<file path="config.mk">
export PLATFORM = sky130hd
export DESIGN_NAME = gmc_ctrl
export DESIGN_NICKNAME = d
export VERILOG_FILES = /design/src/hw/rtl/gmc_pkg.sv /design/src/hw/rtl/gmc_ctrl.sv
export SDC_FILE = /design/constraint.sdc
export NUM_CORES = 1
export LEC_CHECK = 0
export BUFFER_PORTS_ARGS = -buffer_cell sky130_fd_sc_hd__buf_2
export CAP_MARGIN = 15
export CORE_MARGIN = 2
export CORE_UTILIZATION = 44
export CTS_CLUSTER_DIAMETER = 30
export DETAILED_ROUTE_END_ITERATION = 12
export PLACE_DENSITY = 0.78
export SLEW_MARGIN = 20
export SYNTH_ARGS = -nofsm -noshare
export SYNTH_HDL_FRONTEND = slang
export SYNTH_SLANG_ARGS = --single-unit
</file>
<file path="constraint.sdc">
create_clock -name i_clk -period 2 [get_ports i_clk]
set_input_delay 0.4 -clock i_clk [delete_from_list [all_inputs] [get_ports i_clk]]
set_output_delay 0.4 -clock i_clk [all_outputs]
set_load 0.05 [all_outputs]
</file>
<file path="src/hw/rtl/gmc_pkg.sv">
// Shared constants, types and helper functions of the grid maze carver.
`timescale 1ns / 1ps

package gmc_pkg;

    // Grid geometry and derived widths.
    localparam int GRID_W  = 32;
    localparam int GRID_H  = 32;
    localparam int CELL_N  = GRID_W * GRID_H;
    localparam int XW      = $clog2(GRID_W);
    localparam int YW      = $clog2(GRID_H);
    localparam int CELL_AW = $clog2(CELL_N);
    localparam int DEPTH_W = $clog2(CELL_N + 1);
    localparam int STK_W   = XW + YW;

    // Fixed field widths.
    localparam int REQ_W   = 2;
    localparam int RAND_W  = 16;
    localparam int COORD_W = 5;
    localparam int EV_W    = 3;
    localparam int DIR_W   = 2;
    localparam int WALL_W  = 4;
    localparam int CELL_W  = 5;
    localparam int VIS_BIT = 4;

    // Neighbor scan order: left, right, bottom, top.
    localparam int NB_N = 4;
    localparam int K_W  = 2;
    localparam logic [K_W-1:0] NB_LEFT   = 2'd0;
    localparam logic [K_W-1:0] NB_RIGHT  = 2'd1;
    localparam logic [K_W-1:0] NB_BOTTOM = 2'd2;
    localparam logic [K_W-1:0] NB_TOP    = 2'd3;

    // Cell word: walls in bits 3..0, visited mark in bit 4.
    localparam logic [CELL_W-1:0] CELL_RESET  = 5'b01111;
    localparam logic [CELL_W-1:0] CELL_ORIGIN = 5'b10111;

    typedef enum logic [REQ_W-1:0] {
        REQ_START = 2'd0,
        REQ_STEP  = 2'd1,
        REQ_READ  = 2'd2
    } t_req;

    typedef enum logic [EV_W-1:0] {
        EV_CARVED  = 3'd0,
        EV_BACK    = 3'd1,
        EV_DONE    = 3'd2,
        EV_READ    = 3'd3,
        EV_IGNORED = 3'd4
    } t_event;

    typedef enum logic [DIR_W-1:0] {
        DIR_LEFT   = 2'd0,
        DIR_TOP    = 2'd1,
        DIR_RIGHT  = 2'd2,
        DIR_BOTTOM = 2'd3
    } t_dir;

    typedef enum logic [1:0] {
        PH_IDLE  = 2'd0,
        PH_CARVE = 2'd1,
        PH_DONE  = 2'd2
    } t_phase;

    typedef enum logic [2:0] {
        RES_START,
        RES_IGNORE,
        RES_CARVE,
        RES_BACK,
        RES_DONE,
        RES_READ
    } t_res;

    typedef enum logic [4:0] {
        S_RST_CLR,
        S_IDLE,
        S_START_CLR,
        S_START_WR,
        S_STK,
        S_TOP,
        S_NB,
        S_SELF,
        S_PICK,
        S_WR_SELF,
        S_WR_NB,
        S_POP,
        S_FIN_RD,
        S_FIN_WR,
        S_RD_ISSUE,
        S_RD_DATA,
        S_IGN,
        S_OUT
    } t_state;

    // Commands from the controller to the datapath.
    typedef struct packed {
        logic capture;
        logic clr_wr;
        logic start_init;
        logic stk_rd;
        logic top_load;
        logic nb_issue;
        logic nb_take;
        logic self_rd;
        logic self_take;
        logic pick_load;
        logic wr_self;
        logic wr_nb;
        logic pop;
        logic fin_rd;
        logic fin_wr;
        logic rd_issue;
        logic res_load;
        t_res res_sel;
        logic out_load;
    } t_cmd;

    // Status from the datapath to the controller.
    typedef struct packed {
        logic clr_last;
        logic k_first;
        logic k_last;
        logic can_step;
        logic any_free;
        logic last_pop;
        logic rd_in_range;
        logic out_free;
    } t_stat;

    function automatic logic [CELL_AW-1:0] f_cell_addr(input logic [XW-1:0] x,
                                                       input logic [YW-1:0] y);
        return CELL_AW'(y) * CELL_AW'(GRID_W) + CELL_AW'(x);
    endfunction

    function automatic logic [XW-1:0] f_nb_x(input logic [XW-1:0] x,
                                             input logic [K_W-1:0] k);
        logic [XW-1:0] r;
        case (k)
            NB_LEFT:  r = x - XW'(1);
            NB_RIGHT: r = x + XW'(1);
            default:  r = x;
        endcase
        return r;
    endfunction

    function automatic logic [YW-1:0] f_nb_y(input logic [YW-1:0] y,
                                             input logic [K_W-1:0] k);
        logic [YW-1:0] r;
        case (k)
            NB_BOTTOM: r = y - YW'(1);
            NB_TOP:    r = y + YW'(1);
            default:   r = y;
        endcase
        return r;
    endfunction

    function automatic t_dir f_nb_dir(input logic [K_W-1:0] k);
        t_dir r;
        case (k)
            NB_LEFT:   r = DIR_LEFT;
            NB_RIGHT:  r = DIR_RIGHT;
            NB_BOTTOM: r = DIR_BOTTOM;
            default:   r = DIR_TOP;
        endcase
        return r;
    endfunction

    // Remainder by three: 4 is 1 mod 3, so the base-4 digit sum keeps the remainder.
    function automatic logic [1:0] f_mod3(input logic [RAND_W-1:0] v);
        logic [4:0] s;
        logic [2:0] t;
        s = '0;
        for (int i = 0; i < RAND_W / 2; i++) begin
            s = s + 5'(v[2*i +: 2]);
        end
        t = 3'(s[1:0]) + 3'(s[3:2]) + 3'(s[4]);
        if (t >= 3'd6) begin
            t = t - 3'd6;
        end else if (t >= 3'd3) begin
            t = t - 3'd3;
        end
        return t[1:0];
    endfunction

    // Index of the chosen candidate: value mod count, count in 1..4.
    function automatic logic [K_W-1:0] f_pick_index(input logic [RAND_W-1:0] v,
                                                    input logic [2:0] count);
        logic [K_W-1:0] r;
        case (count)
            3'd2:    r = K_W'(v[0]);
            3'd3:    r = f_mod3(v);
            3'd4:    r = v[1:0];
            default: r = '0;
        endcase
        return r;
    endfunction

    function automatic logic [2:0] f_count4(input logic [NB_N-1:0] m);
        logic [2:0] c;
        c = '0;
        for (int i = 0; i < NB_N; i++) begin
            c = c + 3'(m[i]);
        end
        return c;
    endfunction

    // Position of the p-th set bit of the mask, counting from bit 0.
    function automatic logic [K_W-1:0] f_nth_set(input logic [NB_N-1:0] m,
                                                 input logic [K_W-1:0] p);
        logic [K_W-1:0] r;
        logic [2:0] seen;
        r = '0;
        seen = '0;
        for (int i = 0; i < NB_N; i++) begin
            if (m[i]) begin
                if (seen == 3'(p)) begin
                    r = K_W'(i);
                end
                seen = seen + 3'd1;
            end
        end
        return r;
    endfunction

endpackage

</file>
<file path="src/hw/rtl/gmc_ctrl.sv">
// Sequencing state machine of the grid maze carver.
`timescale 1ns / 1ps

module gmc_ctrl
    import gmc_pkg::*;
(
    input  logic             i_clk,
    input  logic             i_rst_n,
    input  logic             i_in_valid,
    input  logic [REQ_W-1:0] i_req_type,
    input  t_stat            i_st,
    output logic             o_in_ready,
    output t_cmd             o_cmd
);

    t_state r_state;
    t_state n_state;

    always_ff @(posedge i_clk) begin
        if (!i_rst_n) begin
            r_state <= S_RST_CLR;
        end else begin
            r_state <= n_state;
        end
    end

    // Next state.
    always_comb begin
        n_state = r_state;
        case (r_state)
            S_RST_CLR: begin
                if (i_st.clr_last) begin
                    n_state = S_IDLE;
                end
            end
            S_IDLE: begin
                if (i_in_valid) begin
                    case (t_req'(i_req_type))
                        REQ_START: n_state = S_START_CLR;
                        REQ_STEP:  n_state = i_st.can_step ? S_STK : S_IGN;
                        REQ_READ:  n_state = S_RD_ISSUE;
                        default:   n_state = S_IGN;
                    endcase
                end
            end
            S_START_CLR: begin
                if (i_st.clr_last) begin
                    n_state = S_START_WR;
                end
            end
            S_START_WR: n_state = S_OUT;
            S_STK:      n_state = S_TOP;
            S_TOP:      n_state = S_NB;
            S_NB: begin
                if (i_st.k_last) begin
                    n_state = S_SELF;
                end
            end
            S_SELF:     n_state = S_PICK;
            S_PICK:     n_state = i_st.any_free ? S_WR_SELF : S_POP;
            S_WR_SELF:  n_state = S_WR_NB;
            S_WR_NB:    n_state = S_OUT;
            S_POP:      n_state = i_st.last_pop ? S_FIN_RD : S_OUT;
            S_FIN_RD:   n_state = S_FIN_WR;
            S_FIN_WR:   n_state = S_OUT;
            S_RD_ISSUE: n_state = i_st.rd_in_range ? S_RD_DATA : S_OUT;
            S_RD_DATA:  n_state = S_OUT;
            S_IGN:      n_state = S_OUT;
            S_OUT: begin
                if (i_st.out_free) begin
                    n_state = S_IDLE;
                end
            end
            default:    n_state = S_IDLE;
        endcase
    end

    // Commands.
    always_comb begin
        o_cmd      = '0;
        o_in_ready = 1'b0;
        case (r_state)
            S_RST_CLR: o_cmd.clr_wr = 1'b1;
            S_IDLE: begin
                o_in_ready  = 1'b1;
                o_cmd.capture = i_in_valid;
            end
            S_START_CLR: o_cmd.clr_wr = 1'b1;
            S_START_WR: begin
                o_cmd.start_init = 1'b1;
                o_cmd.res_load   = 1'b1;
                o_cmd.res_sel    = RES_START;
            end
            S_STK: o_cmd.stk_rd = 1'b1;
            S_TOP: o_cmd.top_load = 1'b1;
            S_NB: begin
                o_cmd.nb_issue = 1'b1;
                o_cmd.nb_take  = !i_st.k_first;
            end
            S_SELF: begin
                o_cmd.self_rd = 1'b1;
                o_cmd.nb_take = 1'b1;
            end
            S_PICK: begin
                o_cmd.self_take = 1'b1;
                o_cmd.pick_load = 1'b1;
            end
            S_WR_SELF: o_cmd.wr_self = 1'b1;
            S_WR_NB: begin
                o_cmd.wr_nb    = 1'b1;
                o_cmd.res_load = 1'b1;
                o_cmd.res_sel  = RES_CARVE;
            end
            S_POP: begin
                o_cmd.pop = 1'b1;
                if (!i_st.last_pop) begin
                    o_cmd.res_load = 1'b1;
                    o_cmd.res_sel  = RES_BACK;
                end
            end
            S_FIN_RD: o_cmd.fin_rd = 1'b1;
            S_FIN_WR: begin
                o_cmd.fin_wr   = 1'b1;
                o_cmd.res_load = 1'b1;
                o_cmd.res_sel  = RES_DONE;
            end
            S_RD_ISSUE: begin
                if (i_st.rd_in_range) begin
                    o_cmd.rd_issue = 1'b1;
                end else begin
                    o_cmd.res_load = 1'b1;
                    o_cmd.res_sel  = RES_IGNORE;
                end
            end
            S_RD_DATA: begin
                o_cmd.res_load = 1'b1;
                o_cmd.res_sel  = RES_READ;
            end
            S_IGN: begin
                o_cmd.res_load = 1'b1;
                o_cmd.res_sel  = RES_IGNORE;
            end
            S_OUT: o_cmd.out_load = i_st.out_free;
            default: o_cmd = '0;
        endcase
    end

endmodule

</file>
# Word level (Yosys, flattened, before mapping)

Cells that the tools add are included.

Register bits after elaboration: 5
Logic and storage cells: 63

Reduce and logical (&&, ||, !) cells: 6
Mux-type cells: 32
Eq/ne operators: 24

Operators with widths:

| kind                                                             | number |
|---|---|
| 5-bit case mux with 14 select lines                              | 1 |
| 5-bit by 4-bit == test with 1-bit output (second input constant) | 8 |
| 5-bit 2-to-1 mux                                                 | 8 |
| 4-bit case mux with 7 select lines                               | 1 |
| 5-bit by 3-bit == test with 1-bit output (second input constant) | 4 |
| 1-bit 2-to-1 mux                                                 | 16 |
| 5-bit case mux with 3 select lines                               | 1 |
| 5-bit by 2-bit == test with 1-bit output (second input constant) | 2 |
| 5-bit == test (second input constant)                            | 2 |
| 2-bit != test (second input constant)                            | 5 |
| 4-bit 2-to-1 mux                                                 | 2 |
| 5-bit by 1-bit == test with 1-bit output (second input constant) | 1 |
| 5-bit logical NOT                                                | 1 |
| 5-bit AND reduction                                              | 1 |
| 5-bit OR reduction                                               | 1 |
| 2-bit 2-to-1 mux                                                 | 2 |
| 2-bit by 1-bit == test with 1-bit output (second input constant) | 1 |
| 2-bit == test (second input constant)                            | 1 |
| 2-bit logical NOT                                                | 1 |
| 1-bit case mux with 2 select lines                               | 1 |
| 2-bit OR reduction                                               | 1 |
| 1-bit logical NOT                                                | 1 |

# Logic depth before layout (Yosys ltp)

Depth after elaboration: 4
Mapped depth: 7

# Worst setup path before layout

No wires, ideal clock.

Path kind: register to output
Start point: register r_state[2]
End point: output o_cmd[14] (netlist name)
Stages on the path, launching flop included: 5
Slack: -1.517 ns
Buffers on the path: 2
Required time: 1.600 ns
Arrival: 3.117 ns
Path through: dfxtp_1 -> buf_6 -> buf_2 -> inv_1 -> a2111oi_0

RTL lines:

| element                  | RTL line       | RTL |
|---|---|---|
| start: declaration       | gmc_ctrl.sv:16 | `t_state r_state;` |
| start signal: assignment | gmc_ctrl.sv:23 | `r_state <= n_state;` |
| end: declaration         | gmc_ctrl.sv:13 | `output t_cmd o_cmd` |

==> results.toml <==
[clock_tree]
cts_max_level = 1
insertion_delay_ns = 0.24
tritoncts = "built"
cts_buffers = 3
clockBufferDepth = 2
clk_pin_slew_worst_paths_ns = 0.04
cts_root_buffer = "clkbuf_4"
clock_sinks = 5
postCtsHoldBufs = 0

[placed_design]
gp_congestion = 0.8417
dp_hpwl_um = 1658
portBuffers = 34
post-place-ws_ns = 0.09650
place_inst = 157

[timing]
min_period_over_period = 0.9743
fmax_mhz = 513.2
setup_viol = 0
skew_ns = 0.0007065
finalCriticalPeriod_ns = 1.949
hold_violations = 0
finalHoldWorstSlack_ns = 0.4178
slew_viol_final = 0
worst_slack_ns = 0.05133
slew-limit-headroom = 0.7742
worst_pin_slew_ns = 0.3379

[power_and_ir_drop]
p_total_mw = 0.4382
vdd_ir_drop_max_uv = 368.0
power.leakage_nw = 0.4691
pwr_density_cell_nw_per_um2 = 411.6

[floorplanning]
die_h_um = 43.41
start_util = 0.4588
coreArea_um2 = 1489
rows = 14
die_width_um = 43.41
io_pins = 35
die-area_um2 = 1884

[setup_path]
critPathArrivalTime_ns = 1.55
startpoint_type = "flip-flop"
critical_path.cell_chain = "inv_1 > or3_4 > o31ai_2 > buf_6"
endpoint_kind = "output pin"
cp.required_ns = 1.60
slowest_stage = "or3_4"
criticalPathCategory = "reg -> out"
slowest_delay_ns = 0.43
path_max_fanout = 7

[synthesis]
ys.flop_type = "dfxtp_1"
synthArstFlopShare = 0
synth_nets = 118
yosys.cell_types.count = 38
synth_top_cells_by_area = "dfxtp_1 15%, nor2_1 10%, nand2_1 6.0%"
syn-instance-count = 105
ys_ff_latch = 5
yosys_warnings = 0
synth_seq_area_share = 0.1465
yosys.area.top_type = "dfxtp_1"
yosysTopAreaCellShare = 0.1465
syn_area_um2 = 683.2
synth_edf_count = 0
avgSynthCellArea_um2 = 6.506

[global_route]
grt_util_all_layers = 0.2279
antenna_found_initial = 0
grt_pass1_vias = 797
grt_max_degree = 14
grt_pass1_wl_um = 3374
grt_overflow = 0

[final_layout]
regMostFlops = "r_state"
final_common_cell = "buf_2"
reg_top3 = "r_state x5"
largest_reg_flops = 5
diodes = 0
nNetsFinal = 161
fin_cells = 163
final_cell_mix = "22 x buf_2, 17 x buf_4, 16 x nor2_1"
flow.area_growth_from_synthesis_pct = 55.86
drive_gt1_frac = 0.5238
post-route-util = 0.7151

[detailed_routing]
routed_wl_um = 2170
via_count = 928
wl_per_cell_um = 13.31
post-route-drc-count = 0
drt_iter0_markers = 38
routed_via_density = 5.693
ant_nets = 0
firstDrtPassIters = 4

[run_status]
status = "finished, final reports clean"

[job]
maxCapViolations = 0

[worst_hold_path]
hold_path.class = "in -> reg"
[synth_stat cells, types with 3 or more instances]
cell type and n:
nand2_1 11, nand2b_1 5, or3_4 3, buf_2 4
inv_1 5, a21oi_1 7, dfxtp_1 5, nor2_1 19
o21ai_0 6, nor3_1 5
[logic make-up (layout without fill, tap and decap cells)]
logic type	after synthesis	in the layout	share of synthesized area
buffers and inverters	14	56	0.1117
AOI/OAI and AO/OA	29	29	0.2894
DFF	5	5	0.1465
and+or+nand+nor	57	57	0.4524
[power by group]
part           leakage [nW]  internal [mW]  switching (mW)  total [mW]
sequential           0.0435          0.104          0.0132       0.117
combinational         0.411         0.0829           0.122       0.205
clock                0.0150         0.0754          0.0405       0.116
total                 0.469          0.262           0.176       0.438
[area by class of cell]
type | instances | area (µm²)
clock buffer | 4 | 26.28
sequential | 5 | 111.4
tap | 16 | 20.02
inverter | 5 | 18.77
multi-input combinational | 86 | 568.0
fill | 122 | 424.2
timing repair buffer | 47 | 320.3
[layer usage]
metal  up-vias  routed length, µm  global-route usage
li1        458                  -                   -
met1       430                943              0.3010
met2        37               1107              0.3970
met3         3                103             0.01250
met4         0                 16             0.07273
met5         -                  0                   0
[final timing paths]
kind                            cells after the start       start  slack [ns]    endpoint
worst max-delay path                                4  r_state[1]        0.05    o_cmd[1]
worst min-delay path                                3     i_rst_n        0.42  r_state[0]
worst max register to register                      6  r_state[0]        0.36  r_state[3]
worst min register to register                      2  r_state[4]        0.76  r_state[3]
[worst max-delay path, delay by kind of cell (launching register included)]
family	cells	cell delay, ns
DFF	1	0.37
buffers and inverters	2	0.28
AOI/OAI and AO/OA	1	0.22
and+or+nand+nor	1	0.43
[stage by stage]
step	area (µm²)	TNS (ns)
2_1_floorplan	729.5	-1.239
3_3_place_gp	944.7	0
3_5_place_dp	944.7	0
4_1_cts	994.7	-0.08135
5_1_grt	1065	-0.05788
6_report	1065	0
[what timing repair did]
action / 4_1_cts / 5_1_grt
hold endpoints to repair: 0 / 0
gates resized for setup: 10 / 21
setup endpoints to repair: 19 / 17
pin swaps: 0 / 3
setup buffers: 0 / 2
No activity file was read; power rests on OpenSTA's default activity.
